**src/rtl/bobg_pkg.sv**
```systemverilog
// Shared types, constants and helpers for the bosonic occupation basis generator.
package bobg_pkg;

    localparam int MAX_PARTICLES  = 16;
    localparam int MAX_SITES      = 8;
    localparam int COUNT_BITS     = 5;
    localparam int POS_BITS       = 4;
    localparam int PIDX_BITS      = $clog2(MAX_PARTICLES);
    localparam int INDEX_BITS     = 18;
    localparam int PC_BITS        = 5;
    localparam int SC_BITS        = 4;
    localparam int OCC_BITS       = MAX_SITES * COUNT_BITS;
    localparam int CFG_INDEX_BITS = 1;
    localparam int CFG_DATA_BITS  = 5;

    localparam logic [PC_BITS-1:0] PARTICLE_COUNT_RESET = PC_BITS'(2);
    localparam logic [SC_BITS-1:0] SITE_COUNT_RESET     = SC_BITS'(2);

    typedef enum logic [CFG_INDEX_BITS-1:0] {
        REG_PARTICLE_COUNT,
        REG_SITE_COUNT
    } cfg_reg_t;

    typedef enum logic [1:0] {
        PHASE_SWEEP,
        PHASE_DONE
    } phase_t;

    typedef struct packed {
        logic [MAX_PARTICLES-1:0][POS_BITS-1:0] positions;
        logic [POS_BITS-1:0]                    sweep_offset;
        logic [INDEX_BITS-1:0]                  emitted_count;
        phase_t                                 phase;
    } state_t;

    typedef struct packed {
        logic [OCC_BITS-1:0]   occupations;
        logic [INDEX_BITS-1:0] vector_index;
        logic                  last;
        logic                  exhausted;
    } result_t;

    function automatic state_t init_state();
        state_t s;
        for (int k = 0; k < MAX_PARTICLES; k++)
        begin
            s.positions[k] = POS_BITS'(1);
        end
        s.sweep_offset  = '0;
        s.emitted_count = '0;
        s.phase         = PHASE_SWEEP;
        return s;
    endfunction

endpackage

```
**src/rtl/bobg_if.sv**
```systemverilog
// Valid/ready channel interfaces: request, result and configuration write.
interface bobg_req_if;
    logic valid;
    logic ready;
    logic restart;

    modport source (output valid, output restart, input ready);
    modport sink   (input valid, input restart, output ready);
endinterface

interface bobg_res_if;
    logic                              valid;
    logic                              ready;
    logic [bobg_pkg::OCC_BITS-1:0]     occupations;
    logic [bobg_pkg::INDEX_BITS-1:0]   vector_index;
    logic                              last;
    logic                              exhausted;

    modport source (output valid, output occupations, output vector_index,
                    output last, output exhausted, input ready);
    modport sink   (input valid, input occupations, input vector_index,
                    input last, input exhausted, output ready);
endinterface

interface bobg_cfg_if;
    logic                                valid;
    logic                                ready;
    logic [bobg_pkg::CFG_INDEX_BITS-1:0] index;
    logic [bobg_pkg::CFG_DATA_BITS-1:0]  data;

    modport source (output valid, output index, output data, input ready);
    modport sink   (input valid, input index, input data, output ready);
endinterface

```
**src/rtl/bobg_step.sv**
```systemverilog
// One enumeration step: occupation histogram of the current vector and its successor.
module bobg_step (
    input  bobg_pkg::state_t                 cur,
    input  logic                             restart,
    input  logic [bobg_pkg::PC_BITS-1:0]     particle_count,
    input  logic [bobg_pkg::SC_BITS-1:0]     site_count,
    output bobg_pkg::result_t                res,
    output bobg_pkg::state_t                 nxt
);
    import bobg_pkg::*;

    state_t                                  base;
    logic                                    cfg_ok;
    logic                                    sweeping;
    logic [OCC_BITS-1:0]                     occ;
    logic [PIDX_BITS-1:0]                    top_idx;
    logic                                    last_vec;
    logic                                    sweep_wrap;
    logic [MAX_PARTICLES-1:0]                below;
    logic [POS_BITS-1:0]                     carry_val;
    logic [MAX_PARTICLES-1:0][POS_BITS-1:0]  adv_pos;
    state_t                                  adv;

    // restart applies before the vector is read out
    assign base   = restart ? init_state() : cur;
    assign cfg_ok = (particle_count >= PC_BITS'(2))
                 && (particle_count <= PC_BITS'(MAX_PARTICLES))
                 && (site_count >= SC_BITS'(1))
                 && (site_count <= SC_BITS'(MAX_SITES));
    assign sweeping = cfg_ok && (base.phase == PHASE_SWEEP);

    // histogram of the fixed positions plus the sweeping particle
    always_comb
    begin
        logic [COUNT_BITS-1:0] cnt;
        occ = '0;
        for (int s = 0; s < MAX_SITES; s++)
        begin
            cnt = '0;
            for (int k = 0; k < MAX_PARTICLES; k++)
            begin
                if ((PC_BITS'(k) + PC_BITS'(1) < particle_count)
                    && (base.positions[k] == POS_BITS'(s + 1)))
                    cnt = cnt + COUNT_BITS'(1);
            end
            if (base.sweep_offset == POS_BITS'(s))
                cnt = cnt + COUNT_BITS'(1);
            if (SC_BITS'(s) < site_count)
                occ[s*COUNT_BITS +: COUNT_BITS] = cnt;
        end
    end

    assign top_idx  = PIDX_BITS'(particle_count - PC_BITS'(2));
    assign last_vec = base.positions[top_idx] >= POS_BITS'(site_count);

    assign sweep_wrap = ({1'b0, base.sweep_offset} + 5'd1) >= {1'b0, site_count};

    // carry: every leading entry sitting on the top site rolls over to the
    // first entry below the top, incremented
    always_comb
    begin
        below[0]  = 1'b1;
        for (int k = 1; k < MAX_PARTICLES; k++)
        begin
            below[k] = below[k-1] && (base.positions[k-1] == POS_BITS'(site_count));
        end
        carry_val = '0;
        for (int k = 0; k < MAX_PARTICLES; k++)
        begin
            if (below[k] && (base.positions[k] != POS_BITS'(site_count)))
                carry_val = base.positions[k] + POS_BITS'(1);
        end
        for (int k = 0; k < MAX_PARTICLES; k++)
        begin
            adv_pos[k] = below[k] ? carry_val : base.positions[k];
        end
    end

    always_comb
    begin
        adv               = base;
        adv.emitted_count = base.emitted_count + INDEX_BITS'(1);
        if (last_vec)
        begin
            adv.phase = PHASE_DONE;
        end
        else if (!sweep_wrap)
        begin
            adv.sweep_offset = base.sweep_offset + POS_BITS'(1);
        end
        else
        begin
            adv.positions    = adv_pos;
            adv.sweep_offset = carry_val - POS_BITS'(1);
        end
    end

    always_comb
    begin
        if (sweeping)
        begin
            res.occupations  = occ;
            res.vector_index = base.emitted_count;
            res.last         = last_vec;
            res.exhausted    = 1'b0;
            nxt              = adv;
        end
        else
        begin
            res.occupations  = '0;
            res.vector_index = '0;
            res.last         = 1'b0;
            res.exhausted    = 1'b1;
            nxt              = base;
        end
    end

endmodule

```
**src/rtl/bosonic_occupation_basis_generator.sv**
```systemverilog
// Top level: enumerates bosonic occupation vectors, one per request beat.
// Results are registered in a two-entry output buffer (main, skid) that keeps
// requests flowing while a result waits. Throughput: one vector per cycle while the
// skid slot is empty; the successor and histogram are one combinational step.
// Reset: particle_count = 2, site_count = 2, enumeration at its first vector,
// output buffer empty. A configuration write restarts the enumeration.
module bosonic_occupation_basis_generator (
    input  logic         clk,
    input  logic         rst_n,
    bobg_req_if.sink     req,
    bobg_res_if.source   res,
    bobg_cfg_if.sink     cfg
);
    import bobg_pkg::*;

    // configuration and enumeration state
    logic [PC_BITS-1:0] particle_count_reg;
    logic [SC_BITS-1:0] site_count_reg;
    state_t             state_reg;
    state_t             state_next;

    // result buffer: main drives the port, skid holds a second beat
    result_t            main_reg;
    logic               main_valid_reg;
    result_t            skid_reg;
    logic               skid_valid_reg;

    result_t            step_res;
    logic               req_accept;
    logic               res_take;
    logic               main_free;
    logic               cfg_write;

    assign cfg.ready  = 1'b1;
    assign cfg_write  = cfg.valid && cfg.ready;

    // accept whenever the skid slot is empty
    assign req.ready  = !skid_valid_reg;
    assign req_accept = req.valid && req.ready;

    assign res.valid        = main_valid_reg;
    assign res.occupations  = main_reg.occupations;
    assign res.vector_index = main_reg.vector_index;
    assign res.last         = main_reg.last;
    assign res.exhausted    = main_reg.exhausted;
    assign res_take         = main_valid_reg && res.ready;
    assign main_free        = !main_valid_reg || res_take;

    bobg_step u_step (
        .cur            (state_reg),
        .restart        (req.restart),
        .particle_count (particle_count_reg),
        .site_count     (site_count_reg),
        .res            (step_res),
        .nxt            (state_next)
    );

    // configuration registers; any write to a known register restarts the list
    always_ff @(posedge clk or negedge rst_n)
    begin
        if (!rst_n)
        begin
            particle_count_reg <= PARTICLE_COUNT_RESET;
            site_count_reg     <= SITE_COUNT_RESET;
            state_reg          <= init_state();
        end
        else if (cfg_write)
        begin
            unique case (cfg_reg_t'(cfg.index))
                REG_PARTICLE_COUNT: particle_count_reg <= cfg.data[PC_BITS-1:0];
                REG_SITE_COUNT:     site_count_reg     <= cfg.data[SC_BITS-1:0];
            endcase
            state_reg <= init_state();
        end
        else if (req_accept)
        begin
            state_reg <= state_next;
        end
    end

    // output buffer control
    always_ff @(posedge clk or negedge rst_n)
    begin
        if (!rst_n)
        begin
            main_valid_reg <= 1'b0;
            skid_valid_reg <= 1'b0;
        end
        else
        begin
            if (main_free)
            begin
                // refill main from skid first, then from a new beat
                main_valid_reg <= skid_valid_reg || req_accept;
                skid_valid_reg <= 1'b0;
            end
            else if (req_accept)
            begin
                skid_valid_reg <= 1'b1;
            end
        end
    end

    // output buffer payload
    always_ff @(posedge clk)
    begin
        if (main_free)
        begin
            if (skid_valid_reg)
                main_reg <= skid_reg;
            else if (req_accept)
                main_reg <= step_res;
        end
        else if (req_accept)
        begin
            skid_reg <= step_res;
        end
    end

endmodule

```
**src/flat_wrapper.sv**
```systemverilog
// flat-port wrapper written by rule: the top's interface ports become plain ports
module bosonic_occupation_basis_generator_flat import bobg_pkg::*;
  (clk, rst_n, req_valid, req_restart, req_ready, res_valid, res_occupations, res_vector_index, res_last, res_exhausted, res_ready, cfg_valid, cfg_index, cfg_data, cfg_ready);
  bobg_req_if req_i ();
  bobg_res_if res_i ();
  bobg_cfg_if cfg_i ();
  input  logic clk;
  input  logic rst_n;
  input wire logic [$bits(req_i.valid)-1:0] req_valid;
  input wire logic [$bits(req_i.restart)-1:0] req_restart;
  output wire logic [$bits(req_i.ready)-1:0] req_ready;
  output wire logic [$bits(res_i.valid)-1:0] res_valid;
  output wire logic [$bits(res_i.occupations)-1:0] res_occupations;
  output wire logic [$bits(res_i.vector_index)-1:0] res_vector_index;
  output wire logic [$bits(res_i.last)-1:0] res_last;
  output wire logic [$bits(res_i.exhausted)-1:0] res_exhausted;
  input wire logic [$bits(res_i.ready)-1:0] res_ready;
  input wire logic [$bits(cfg_i.valid)-1:0] cfg_valid;
  input wire logic [$bits(cfg_i.index)-1:0] cfg_index;
  input wire logic [$bits(cfg_i.data)-1:0] cfg_data;
  output wire logic [$bits(cfg_i.ready)-1:0] cfg_ready;
  assign req_i.valid = req_valid;
  assign req_i.restart = req_restart;
  assign req_ready = req_i.ready;
  assign res_valid = res_i.valid;
  assign res_occupations = res_i.occupations;
  assign res_vector_index = res_i.vector_index;
  assign res_last = res_i.last;
  assign res_exhausted = res_i.exhausted;
  assign res_i.ready = res_ready;
  assign cfg_i.valid = cfg_valid;
  assign cfg_i.index = cfg_index;
  assign cfg_i.data = cfg_data;
  assign cfg_ready = cfg_i.ready;
  bosonic_occupation_basis_generator u_core (.clk(clk), .rst_n(rst_n), .req(req_i), .res(res_i), .cfg(cfg_i));
endmodule
```
**config.mk**
```make
export PLATFORM = sky130hd
export DESIGN_NAME = bosonic_occupation_basis_generator_flat
export DESIGN_NICKNAME = d
export VERILOG_FILES = /design/src/rtl/bobg_pkg.sv /design/src/rtl/bobg_if.sv /design/src/rtl/bobg_step.sv /design/src/rtl/bosonic_occupation_basis_generator.sv /design/src/flat_wrapper.sv
export SDC_FILE = /design/constraint.sdc
export NUM_CORES = 1
export LEC_CHECK = 0
export BUFFER_PORTS_ARGS = -buffer_cell sky130_fd_sc_hd__buf_2
export CORE_ASPECT_RATIO = 2
export CORE_MARGIN = 5
export CORE_UTILIZATION = 55
export DETAILED_ROUTE_END_ITERATION = 8
export PLACE_DENSITY = 0.74
export SYNTH_ARGS = -nofsm -noshare
export SYNTH_HDL_FRONTEND = slang
export SYNTH_SLANG_ARGS = --single-unit
```
**constraint.sdc**
```tcl
create_clock -name clk -period 11.13 [get_ports clk]
set_input_delay 0 -clock clk [delete_from_list [all_inputs] [get_ports clk]]
set_output_delay 0 -clock clk [all_outputs]
set_load 0.02 [all_outputs]
```
# --- After elaboration in Yosys (flattened, before gate mapping) ---
# Index checks and enable logic that the tools add are counted.
word_totals:
  reg_bits: 219
  input_bits: 12
  output_inout_bits: 63
classes:
  add_sub_neg: 149
  n_lt_le_gt_ge: 31
  n_eq_ne: 166
  muxes: 190
  bitwise_logic: 2
  n_reduce_logical: 176
ops:
  columns: ["cell", "count"]
  rows:
  - ["5-bit 2-to-1 mux", 136]
  - ["5-bit by 1-bit adder with 5-bit output (second input constant)", 128]
  - ["88-bit 2-to-1 mux", 4]
  - ["4-bit by 3-bit == test with 1-bit output (second input constant)", 68]
  - ["60-bit 2-to-1 mux", 3]
  - ["1-bit logical AND", 163]
  - ["4-bit by 2-bit == test with 1-bit output (second input constant)", 34]
  - ["4-bit 2-to-1 mux", 33]
  - ["4-bit by 1-bit adder with 4-bit output (second input constant)", 17]
  - ["4-bit by 1-bit == test with 1-bit output (second input constant)", 17]
  - ["68-bit 2-to-1 mux", 1]
  - ["4-bit == test (second input constant)", 16]
  - ["64-bit 2-to-1 mux", 1]
  - ["4-bit inequality test", 16]
  - ["4-bit == test", 15]
  - ["4-bit by 5-bit < comparator with 1-bit output (first input constant)", 8]
  - ["3-bit by 5-bit < comparator with 1-bit output (first input constant)", 4]
  - ["18-bit by 1-bit adder with 18-bit output (second input constant)", 1]
  - ["4-bit binary-select mux with 4-bit select", 1]
  - ["3-bit by 4-bit < comparator with 1-bit output (first input constant)", 4]
  - ["2-bit by 5-bit < comparator with 1-bit output (first input constant)", 2]
  - ["1-bit 2-to-1 mux", 10]
  - ["1-bit by 4-bit < comparator with 1-bit output (first input constant)", 2]
  - ["2-bit by 4-bit < comparator with 1-bit output (first input constant)", 2]
  - ["20 further kinds", 28]

# --- Logic depth before layout (Yosys ltp) ---
# Gate-level depths: netlist of the first run.
logic_depth:
  word_depth: 40
  mapped_depth: 66
  ltp_nobuf: 56

# --- Hierarchy ---
# A second synthesis of the first run with hierarchy kept.
unflattened:
  hier_cells: 3791
  area_unflattened_um2: 31301.3
modules_own_cells:
  columns: ["mod", "instances", "cells_each", "area_per_inst_um2", "seq_area_each_um2"]
  rows:
  - ["bobg_step", 1, 3175, 22101.2, 0.0]
  - ["bosonic_occupation_basis_generator", 1, 616, 9200.1, 6103.4]

# --- Worst setup path after synthesis of the first run ---
# No wires, ideal clock.
synth_timing:
  path_kind: "input -> register"
  startpoint: "input req_restart"
  endpoint: "register u_core.main_reg, in the netlist u_core.res.occupations[14], data pin"
  setup_ps: 283
  arrival_ps: 11975
  setup_slack_ps: -1128
  stages: 66
  n_path_buf: 15
  cell_sequence: "buf_6 > buf_2 > buf_4 > buf_2 > buf_1 > buf_2 > clkbuf_1 > clkbuf_1 > clkbuf_1 > clkbuf_1 > clkbuf_1 > clkbuf_1 > clkbuf_1 > clkbuf_1 > clkbuf_1 > or2_2 > ha_1 > nand3_1 > [30 not listed] > xor2_1 > mux2_2 > ha_1 > xnor2_1 > nand3_1 > o31ai_1 > a21oi_1 > ha_1 > nand2_1 > nand2_1 > ha_1 > and3_1 > o31a_1 > o21ai_0 > xnor2_1 > a21oi_1 > xor2_1 > o31ai_1"
synth_via:
  elab_chain_cells: 40
  elab_cells_between_ends: 73
  cone_classes: "16 x add/sub; 17 x eq/ne; 22 x mux; 18 x reduce/logical"
synth_rtl:
  columns: ["element", "line_no", "rtl"]
  rows:
  - ["start: declaration", "flat_wrapper.sv:10", "input wire logic [$bits(req_i.restart)-1:0] req_restart;"]
  - ["88-bit 2-to-1 mux (*)", "bobg_step.sv:25", "assign base = restart ? init_state() : cur;"]
  - ["4-bit by 2-bit == test with 1-bit output", "bobg_step.sv:43", "&& (base.positions[k] == POS_BITS'(s + 1)))"]
  - ["1-bit logical AND", "bobg_step.sv:43", null]
  - ["1-bit 2-to-1 mux", "bobg_step.sv:42", "if ((PC_BITS'(k) + PC_BITS'(1) < particle_count)"]
  - ["5-bit by 1-bit adder with 5-bit output", "bobg_step.sv:44", "cnt = cnt + COUNT_BITS'(1);"]
  - ["5-bit 2-to-1 mux", "bobg_step.sv:42", null]
  - ["5-bit by 1-bit adder with 5-bit output", "bobg_step.sv:44", null]
  - ["5-bit 2-to-1 mux", "bobg_step.sv:42", null]
  - ["[24 not listed]", null, null]
  - ["5-bit by 1-bit adder with 5-bit output", "bobg_step.sv:44", null]
  - ["5-bit 2-to-1 mux", "bobg_step.sv:42", null]
  - ["5-bit by 1-bit adder with 5-bit output", "bobg_step.sv:47", "cnt = cnt + COUNT_BITS'(1);"]
  - ["5-bit 2-to-1 mux", "bobg_step.sv:46", "if (base.sweep_offset == POS_BITS'(s))"]
  - ["5-bit 2-to-1 mux", "bobg_step.sv:48", "if (SC_BITS'(s) < site_count)"]
  - ["60-bit 2-to-1 mux (*)", "bobg_step.sv:100", "if (sweeping)"]
  - ["60-bit 2-to-1 mux (*)", "bosonic_occupation_basis_generator.sv:111", "else if (req_accept)"]
  - ["60-bit 2-to-1 mux (*)", "bosonic_occupation_basis_generator.sv:109", "if (skid_valid_reg)"]
  - ["end signal: assignment", "bosonic_occupation_basis_generator.sv:110", "main_reg <= skid_reg;"]
  - ["end signal: assignment", "bosonic_occupation_basis_generator.sv:112", "main_reg <= step_res;"]
  - ["end: declaration", "bosonic_occupation_basis_generator.sv:23", "result_t main_reg;"]
# Mark *: on every way between the ends. The rest lies on a longest branch, timed or not. The select of a mux whose other input is x is not followed.
# A chain may end at the register's enable or synchronous reset.

# --- Worst setup path in the final report of the first run ---
layout_timing:
  startpoint: "register u_core.particle_count_reg[1]"
  endpoint: "register u_core.main_reg, in the netlist u_core.res.occupations[34], data pin"
layout_via:
  elab_chain_cells: 39
  elab_cells_between_ends: 75
  cone_classes: "16 x add/sub; 18 x order compare; 21 x mux; 20 x reduce/logical"
layout_rtl:
  columns: ["element", "line_no", "rtl"]
  rows:
  - ["start: declaration", "bosonic_occupation_basis_generator.sv:17", "logic [PC_BITS-1:0] particle_count_reg;"]
  - ["start signal: assignment", "bosonic_occupation_basis_generator.sv:70", "REG_PARTICLE_COUNT: particle_count_reg <= cfg.data[PC_BITS-1:0];"]
  - ["1-bit by 5-bit < comparator with 1-bit output", "bobg_step.sv:42", null]
  - ["1-bit logical AND", "bobg_step.sv:43", null]
  - ["1-bit 2-to-1 mux", "bobg_step.sv:42", null]
  - ["5-bit by 1-bit adder with 5-bit output", "bobg_step.sv:44", null]
  - ["5-bit 2-to-1 mux", "bobg_step.sv:42", null]
  - ["5-bit by 1-bit adder with 5-bit output", "bobg_step.sv:44", null]
  - ["5-bit 2-to-1 mux", "bobg_step.sv:42", null]
  - ["5-bit by 1-bit adder with 5-bit output", "bobg_step.sv:44", null]
  - ["[23 not listed]", null, null]
  - ["5-bit by 1-bit adder with 5-bit output", "bobg_step.sv:44", null]
  - ["5-bit 2-to-1 mux", "bobg_step.sv:42", null]
  - ["5-bit by 1-bit adder with 5-bit output", "bobg_step.sv:47", null]
  - ["5-bit 2-to-1 mux", "bobg_step.sv:46", null]
  - ["5-bit 2-to-1 mux", "bobg_step.sv:48", null]
  - ["60-bit 2-to-1 mux (*)", "bobg_step.sv:100", null]
  - ["60-bit 2-to-1 mux (*)", "bosonic_occupation_basis_generator.sv:111", null]
  - ["60-bit 2-to-1 mux (*)", "bosonic_occupation_basis_generator.sv:109", null]
# Marks and branches as above.

==> impl_metrics.json, run 1 <==
{
  "yosysWarningCount": 0,
  "ir_drop_mv": 0.3192,
  "fin_setup_tns_ns": 0,
  "synth_xor_area_frac": 0.1827,
  "slew_violations": 0,
  "avgSynthCellArea_sq_um": 7.886,
  "netlist_area_sq_um": 30430,
  "ys_ff_latch": 219,
  "synth-compound-area-share": 0.1836,
  "async_flop_share": 0.4521,
  "globalplace.congestion": 1.066,
  "power_density_nw_per_um2": 139.8,
  "min_path_type": "input port to register",
  "syn-num-nets": 4077,
  "fin_ws_ns": 0.6023,
  "overflow": 0,
  "relSlewSlack": 0.2527,
  "port_buffers": 73,
  "ys_seq_area_frac": 0.2006,
  "drtIter0Drc": 2535,
  "antenna_found_initial": 1,
  "rows": 122,
  "top_level_ports": 75,
  "coreArea_sq_um": 55110,
  "status": "completed",
  "viasPerCell": 6.372,
  "numCtsBuffers": 20,
  "syn2layout_area_growth_pct": 6.829,
  "layout_min_cycle_time_ns": 10.53,
  "clock_skew_ns": 0.04849,
  "clock_sinks": 219,
  "synthCells": 3859,
  "cp_max_fo": 10,
  "fill_cells": 5104,
  "seq_area_sq_um": 6105,
  "end_kind": "register",
  "synth_adder_area_share": 0.08502,
  "final-hold-violation-count": 0,
  "cp_top_family": "adder cells",
  "yosysUniqueCellTypes": 111,
  "track_usage": 0.3224,
  "critPathMaxStageDelay_ns": 0.55,
  "max_freq_mhz": 94.99,
  "drc": 0,
  "grt_pass1_vias": 28160,
  "die_w_um": 176.3,
  "dpl_cell_area_sq_um": 31520,
  "largest_reg_flops": 88,
  "path_clk_slew_ns": 0.07,
  "period_share": 0.9459,
  "multi_input_area_sq_um": 23120,
  "yosys.area_share.simple": 0.2549,
  "p_leak_uw": 0.01305,
  "cp_common_cell": "ha_1",
  "n_antenna_cell": 0,
  "post-place-ws_ns": 0.07885,
  "drive_gt1_frac": 0.1017,
  "grt_start_max_net_pins": 77,
  "dr.pass1.iters": 6,
  "setup_viol": 0,
  "cts_tree": "built",
  "tightest_slew_ns": 1.116,
  "grt_pass1_wl_um": 153800,
  "rsz0062_at_grt": "no",
  "vias": 29360,
  "start_kind": "register",
  "crit_buf_inv": 6,
  "required_ns": 11.38,
  "ant_nets": 0,
  "dpl.hpwl_um": 79740,
  "clk_latency_ns": 0.57,
  "synth-edff-count": 120,
  "worst_hold_slack_ns": 0.2389,
  "clk_path_buf_depth": 3,
  "dieHeight_um": 342.7,
  "cts-root-buf": "clkbuf_16",
  "nets": 4068,
  "wire_per_inst_um": 21.95,
  "fin_area_sq_um": 32510,
  "worstSetupPathType": "register to register",
  "die_area_sq_um": 60420,
  "critPathSlowestCell": "dfstp_2",
  "wl_um": 101200,
  "start_util": 0.5523,
  "htree_levels": 1,
  "yosys_most_used_dff": "edfxtp_1",
  "worstPathArrival_ns": 10.77,
  "synth_top_family_by_area": "simple AND/OR/NAND/NOR gates",
  "synth.area.mux_share": 0.04736,
  "maxCapViolations": 0
}
worst register-to-register path, delay by kind of cell (launching register included):
| kind | cells | cell delay (ns) |
|---|---|---|
| DFF | 1 | 0.55 |
| muxes | 4 | 0.99 |
| buffers and inverters | 6 | 0.69 |
| AOI/OAI and AO/OA | 11 | 1.50 |
| and+or+nand+nor | 14 | 2.11 |
| xor gates and xnor gates | 7 | 1.44 |
| adders and majority gates | 10 | 2.91 |
timing repair:
item,in CTS,in global routing
hold endpoints to repair,43,0
hold buffers,16,0
resized for setup,0,35
buffers inserted,0,6
endpoints found under the setup margin,0,25
power breakdown:
group | internal [uW] | switching, uW
registers | 947 | 17.9
logic | 1130 | 1730
clock network | 383 | 329
Yosys cell counts, drive strengths merged, types with 60 or more instances:
master  count  area [sq um]
inv       149         559.3
nand2     484          1819
o31ai      68         520.5
mux2       60         675.7
and3       81         506.7
nor2b      63         401.6
nor2      313          1182
clkbuf    153         574.3
a21oi     158         794.5
edfxtp    120          3603
nor3      102         525.5
and2       79         494.2
nand3     142         710.7
dfrtp      81          2027
xnor2     386          3501
xor2      134          1192
o21ai     222          1111
ha        206          2577
logic make-up after synthesis:
kind of cell,after synthesis
and+or+nand+nor,1557
AOI/OAI and AO/OA,847
xor gates and xnor gates,558
buffers and inverters,351
DFF,219
adders and majority gates,207
muxes,119
other,1
metrics by stage:
step,std cells,total power [uW],util
after floorplan,3859,3221,-
after global placement,4550,3749,0.5719
after detailed placement,4550,3797,0.5719
after CTS,4602,4522,0.5868
after global routing,4608,4911,0.5900
final,4608,4544,0.5900
final timing paths:
check                      cells after the start                                  endpoint  slack [ns]                                     start
min in group asynchronous                      3          u_core.state_reg[80]$_DFFE_PN1P_        0.52                                     rst_n
setup / recovery                              52      u_core.res.occupations[34]$_DFFE_PP_        0.60  u_core.particle_count_reg[1]$_DFFE_PN1P_
setup reg to reg                              52      u_core.res.occupations[34]$_DFFE_PP_        0.60  u_core.particle_count_reg[1]$_DFFE_PN1P_
max in group asynchronous                      4  u_core.particle_count_reg[2]$_DFFE_PN0P_        9.69                                     rst_n
hold / removal                                 3      u_core.site_count_reg[0]$_DFFE_PN0P_        0.24                               cfg_data[0]
hold reg to reg                                2          u_core.state_reg[84]$_DFFE_PN1P_        0.48          u_core.state_reg[84]$_DFFE_PN1P_
per-layer routing:
metal | GRT usage | wire length [um]
met3 | 0.04255 | 5737
met4 | 0.3149 | 12450
met5 | 0 | 20
met1 | 0.3213 | 34320
met2 | 0.5629 | 48620
area by class of cell:
class,count,share of cell area
Sequential cell,219,0.1878
Clock inverter,13,0.004195
Clock buffer,23,0.01574
Tap cell,744,0.02863
Inverter,154,0.01786
Timing Repair Buffer,166,0.03464
Multi-Input combinational cell,3289,0.7112
cells in the final DEF (no fill, tap or decap), drive strengths merged, types with 23 or more instances in the layout:
master  instances
clkbuf         23
a21oi         158
nand3         142
xor2          134
o31ai          68
and3           81
o211ai         34
ha            206
mux2           60
and2           79
dfrtp          81
a211oi         25
xnor2         386
nand2         484
a31oi          54
edfxtp        120
o21ai         222
buf           151
nor3b          30
nor4           40
nor2b          63
o22ai          41
nand2b         49
xnor3          35
a21o           25
or3            27
mux2i          45
inv           152
nor2          313
nor3          102
nand4          54
Note: power is estimated with default switching activity, not from simulation.
==> run 2, diff against run 1 <==
--- a/config.mk
+++ b/config.mk
@@ -5,6 +5,7 @@
 export SDC_FILE = /design/constraint.sdc
 export NUM_CORES = 1
 export LEC_CHECK = 0
+export ABC_AREA = 1
 export BUFFER_PORTS_ARGS = -buffer_cell sky130_fd_sc_hd__buf_2
 export CORE_ASPECT_RATIO = 2
 export CORE_MARGIN = 5
==> impl_metrics.json, run 2 <==
{
  "final_common_cell": "nand2_1",
  "coreArea_sq_um": 55410,
  "yosys_most_used_dff": "edfxtp_1",
  "rows": 122,
  "htree_levels": 1,
  "finalPower_uw": 4779,
  "synth-edff-count": 120,
  "dpl.hpwl_um": 74990,
  "critPathSlowestCell": "dfrtp_1",
  "grt_start_max_net_pins": 71,
  "maxCapViolations": 0,
  "n_antenna_cell": 0,
  "viasPerCell": 5.351,
  "setup_viol": 0,
  "clock_power_share": 0.165,
  "intPower_uw": 2333,
  "seq_power_share": 0.212,
  "port_buffers": 73,
  "rsz0062_at_grt": "no",
  "ys_seq_area_frac": 0.1988,
  "worstSetupPathType": "register to register",
  "clk_latency_ns": 0.57,
  "start_util": 0.5542,
  "worst_hold_slack_ns": 0.02544,
  "syn-num-nets": 5423,
  "path_clk_slew_ns": 0.08,
  "final-hold-violation-count": 0,
  "routed-wl-met2_um": 45700,
  "clock_sinks": 219,
  "synth_common_cells": "nand2_1 (1445), inv_1 (952), nand3_1 (513)",
  "dieHeight_um": 344.2,
  "critPathMaxStageDelay_ns": 0.47,
  "relSlewSlack": 0.1036,
  "ir_drop_mv": 0.1983,
  "fill_cells": 5723,
  "wire_per_inst_um": 15.84,
  "antenna_found_initial": 1,
  "power.share.combinational": 0.623,
  "die_area_sq_um": 60940,
  "synthCells": 5205,
  "ys_ff_latch": 219,
  "overflow": 0,
  "netlist_area_sq_um": 30710,
  "met1Wirelength_um": 34460,
  "numCtsBuffers": 23,
  "status": "completed",
  "synth.area.top_cells": "nand2_1 (18%), edfxtp_1 (12%), inv_1 (12%)",
  "power_density_nw_per_um2": 146.0,
  "fin_setup_tns_ns": 0,
  "nets": 5481,
  "cts_tree": "built",
  "max_freq_mhz": 100.5,
  "yosysUniqueCellTypes": 76,
  "slew_violations": 0,
  "end_kind": "register",
  "worstPathArrival_ns": 10.21,
  "swShare": 0.5117,
  "syn2layout_area_growth_pct": 6.572,
  "p_leak_uw": 0.01812,
  "dr_wl_met3_um": 5068,
  "top_level_ports": 75,
  "clk_path_buf_depth": 3,
  "post_cts_buffers": 0,
  "grt_pass1_wl_um": 150600,
  "cp_common_cell": "nand2_1",
  "top_layer": "met4",
  "drc": 0,
  "layout_common_cells": "nand2_1 (1445), inv_1 (951), nand3_1 (513), nor2_1 (503), o21ai_0 (230)",
  "drive_gt1_frac": 0.09678,
  "die_w_um": 177.1,
  "stdcell_count": 6024,
  "async_flop_share": 0.4521,
  "wl_um": 95420,
  "largest_reg_flops": 88,
  "dr.pass1.iters": 8,
  "seq_area_sq_um": 6103,
  "layout_min_cycle_time_ns": 9.947,
  "min_path_type": "input port to register",
  "avgSynthCellArea_sq_um": 5.900,
  "cts-resized-gates": 0,
  "power.switching_uw": 2446,
  "grt_pass1_vias": 30080,
  "yosysWarningCount": 0,
  "vias": 32230,
  "dp_cells": 5968,
  "drtIter0Drc": 2071,
  "ant_nets": 0,
  "clock_skew_ns": 0.03953,
  "yosys.area.top_type": "nand2_1",
  "ctsHoldBuffers": 14,
  "tightest_slew_ns": 1.334,
  "globalplace.congestion": 1.060,
  "period_share": 0.8938,
  "required_ns": 11.39,
  "yosys.area.top_type_share": 0.1766,
  "cp_max_fo": 9,
  "start_kind": "register",
  "synth_most_common_cell": "nand2_1",
  "multi_input_area_sq_um": 20480,
  "cts-root-buf": "clkbuf_16",
  "track_usage": 0.3077
}
==> run 2: cell types whose count changed in the layout (fill, tap and decap cells not counted), sizes merged, moves of 49 or more <==
cell    delta
nand2b    -49
nand3    +420
nand2   +1096
nor2b     -63
nor2     +234
inv      +852
and3      -76
mux2      -59
xnor2    -376
buf       -56
o31ai     -59
o21ai     +55
or2       +49
and2      -75
==> run 2: cells by family after synthesis <==
| logic type | count (synthesis) | synth area share |
|---|---|---|
| simple gates | 2978 | 0.4397 |
| fa+ha+maj | 206 | 0.08394 |
| buf+inv | 1086 | 0.1354 |
| xor+xnor | 97 | 0.02791 |
| mux | 3 | 0.001019 |
| compound gates | 615 | 0.1132 |
| other cells | 1 | 0.0001221 |
| flops | 219 | 0.1988 |
==> run 2: layer usage <==
| layer | vias up | track usage |
|---|---|---|
| li1 | 16670 | - |
| met1 | 14210 | 0.3128 |
| met2 | 941 | 0.5468 |
| met3 | 408 | 0.04288 |
| met4 | 0 | 0.2638 |
| met5 | - | 0 |
==> run 2: path summary, 6_finish.rpt <==
path | startpoint | endpoint | slack, ns | depth (start not counted)
hold / removal | req_restart | u_core.state_reg[1]$_DFFE_PN0P_ | 0.03 | 4
max in group asynchronous | rst_n | u_core.skid_valid_reg$_DFFE_PN0P_ | 9.80 | 3
setup reg to reg | u_core.particle_count_reg[2]$_DFFE_PN0P_ | u_core.res.occupations[19]$_DFFE_PP_ | 1.18 | 54
min in group asynchronous | rst_n | u_core.state_reg[31]$_DFFE_PN0P_ | 0.07 | 2
hold reg to reg | u_core.skid_reg[27]$_DFFE_PP_ | u_core.res.occupations[7]$_DFFE_PP_ | 0.51 | 2
setup / recovery | u_core.particle_count_reg[2]$_DFFE_PN0P_ | u_core.res.occupations[19]$_DFFE_PP_ | 1.18 | 54
==> run 2: per-stage QoR <==
stage	util	area (sq um)	worst slack, ns
floorplan	-	30710	2.406
global placement	0.5747	31850	1.359
detailed placement	0.5747	31850	1.184
CTS	0.5906	32730	1.126
global route	0.5906	32730	0.2585
finish	0.5906	32730	1.183
==> run 2: critical path: cells and delay by family, from the launching register on <==
family	cells	cell delay, ns
flip-flops	1	0.47
AO/OA/AOI/OAI	12	1.64
multiplexers	1	0.29
XOR/XNOR	1	0.07
AND/OR/NAND/NOR	25	3.74
buffers and inverters	5	0.57
adder cells (fa/ha/maj)	10	2.83
==> run 2: area by class of cell <==
cell class / count / share of cell area
clock buffer: 24 / 0.01770
clock inverter: 18 / 0.004856
inverter: 1010 / 0.1160
multi-input combinational: 3900 / 0.6258
sequential: 219 / 0.1865
tap: 744 / 0.02845
timing repair buffer: 109 / 0.02065
==> run 2: power by group through the flow <==
stage | sequential [uW] | combinational (uW) | clock [uW]
after floorplan | 1050 | 2250 | 0
after global placement | 1020 | 2880 | 0
after detailed placement | 1030 | 2940 | 0
after CTS | 1010 | 2950 | 796
after global routing | 1020 | 3410 | 826
final | 1010 | 2980 | 790
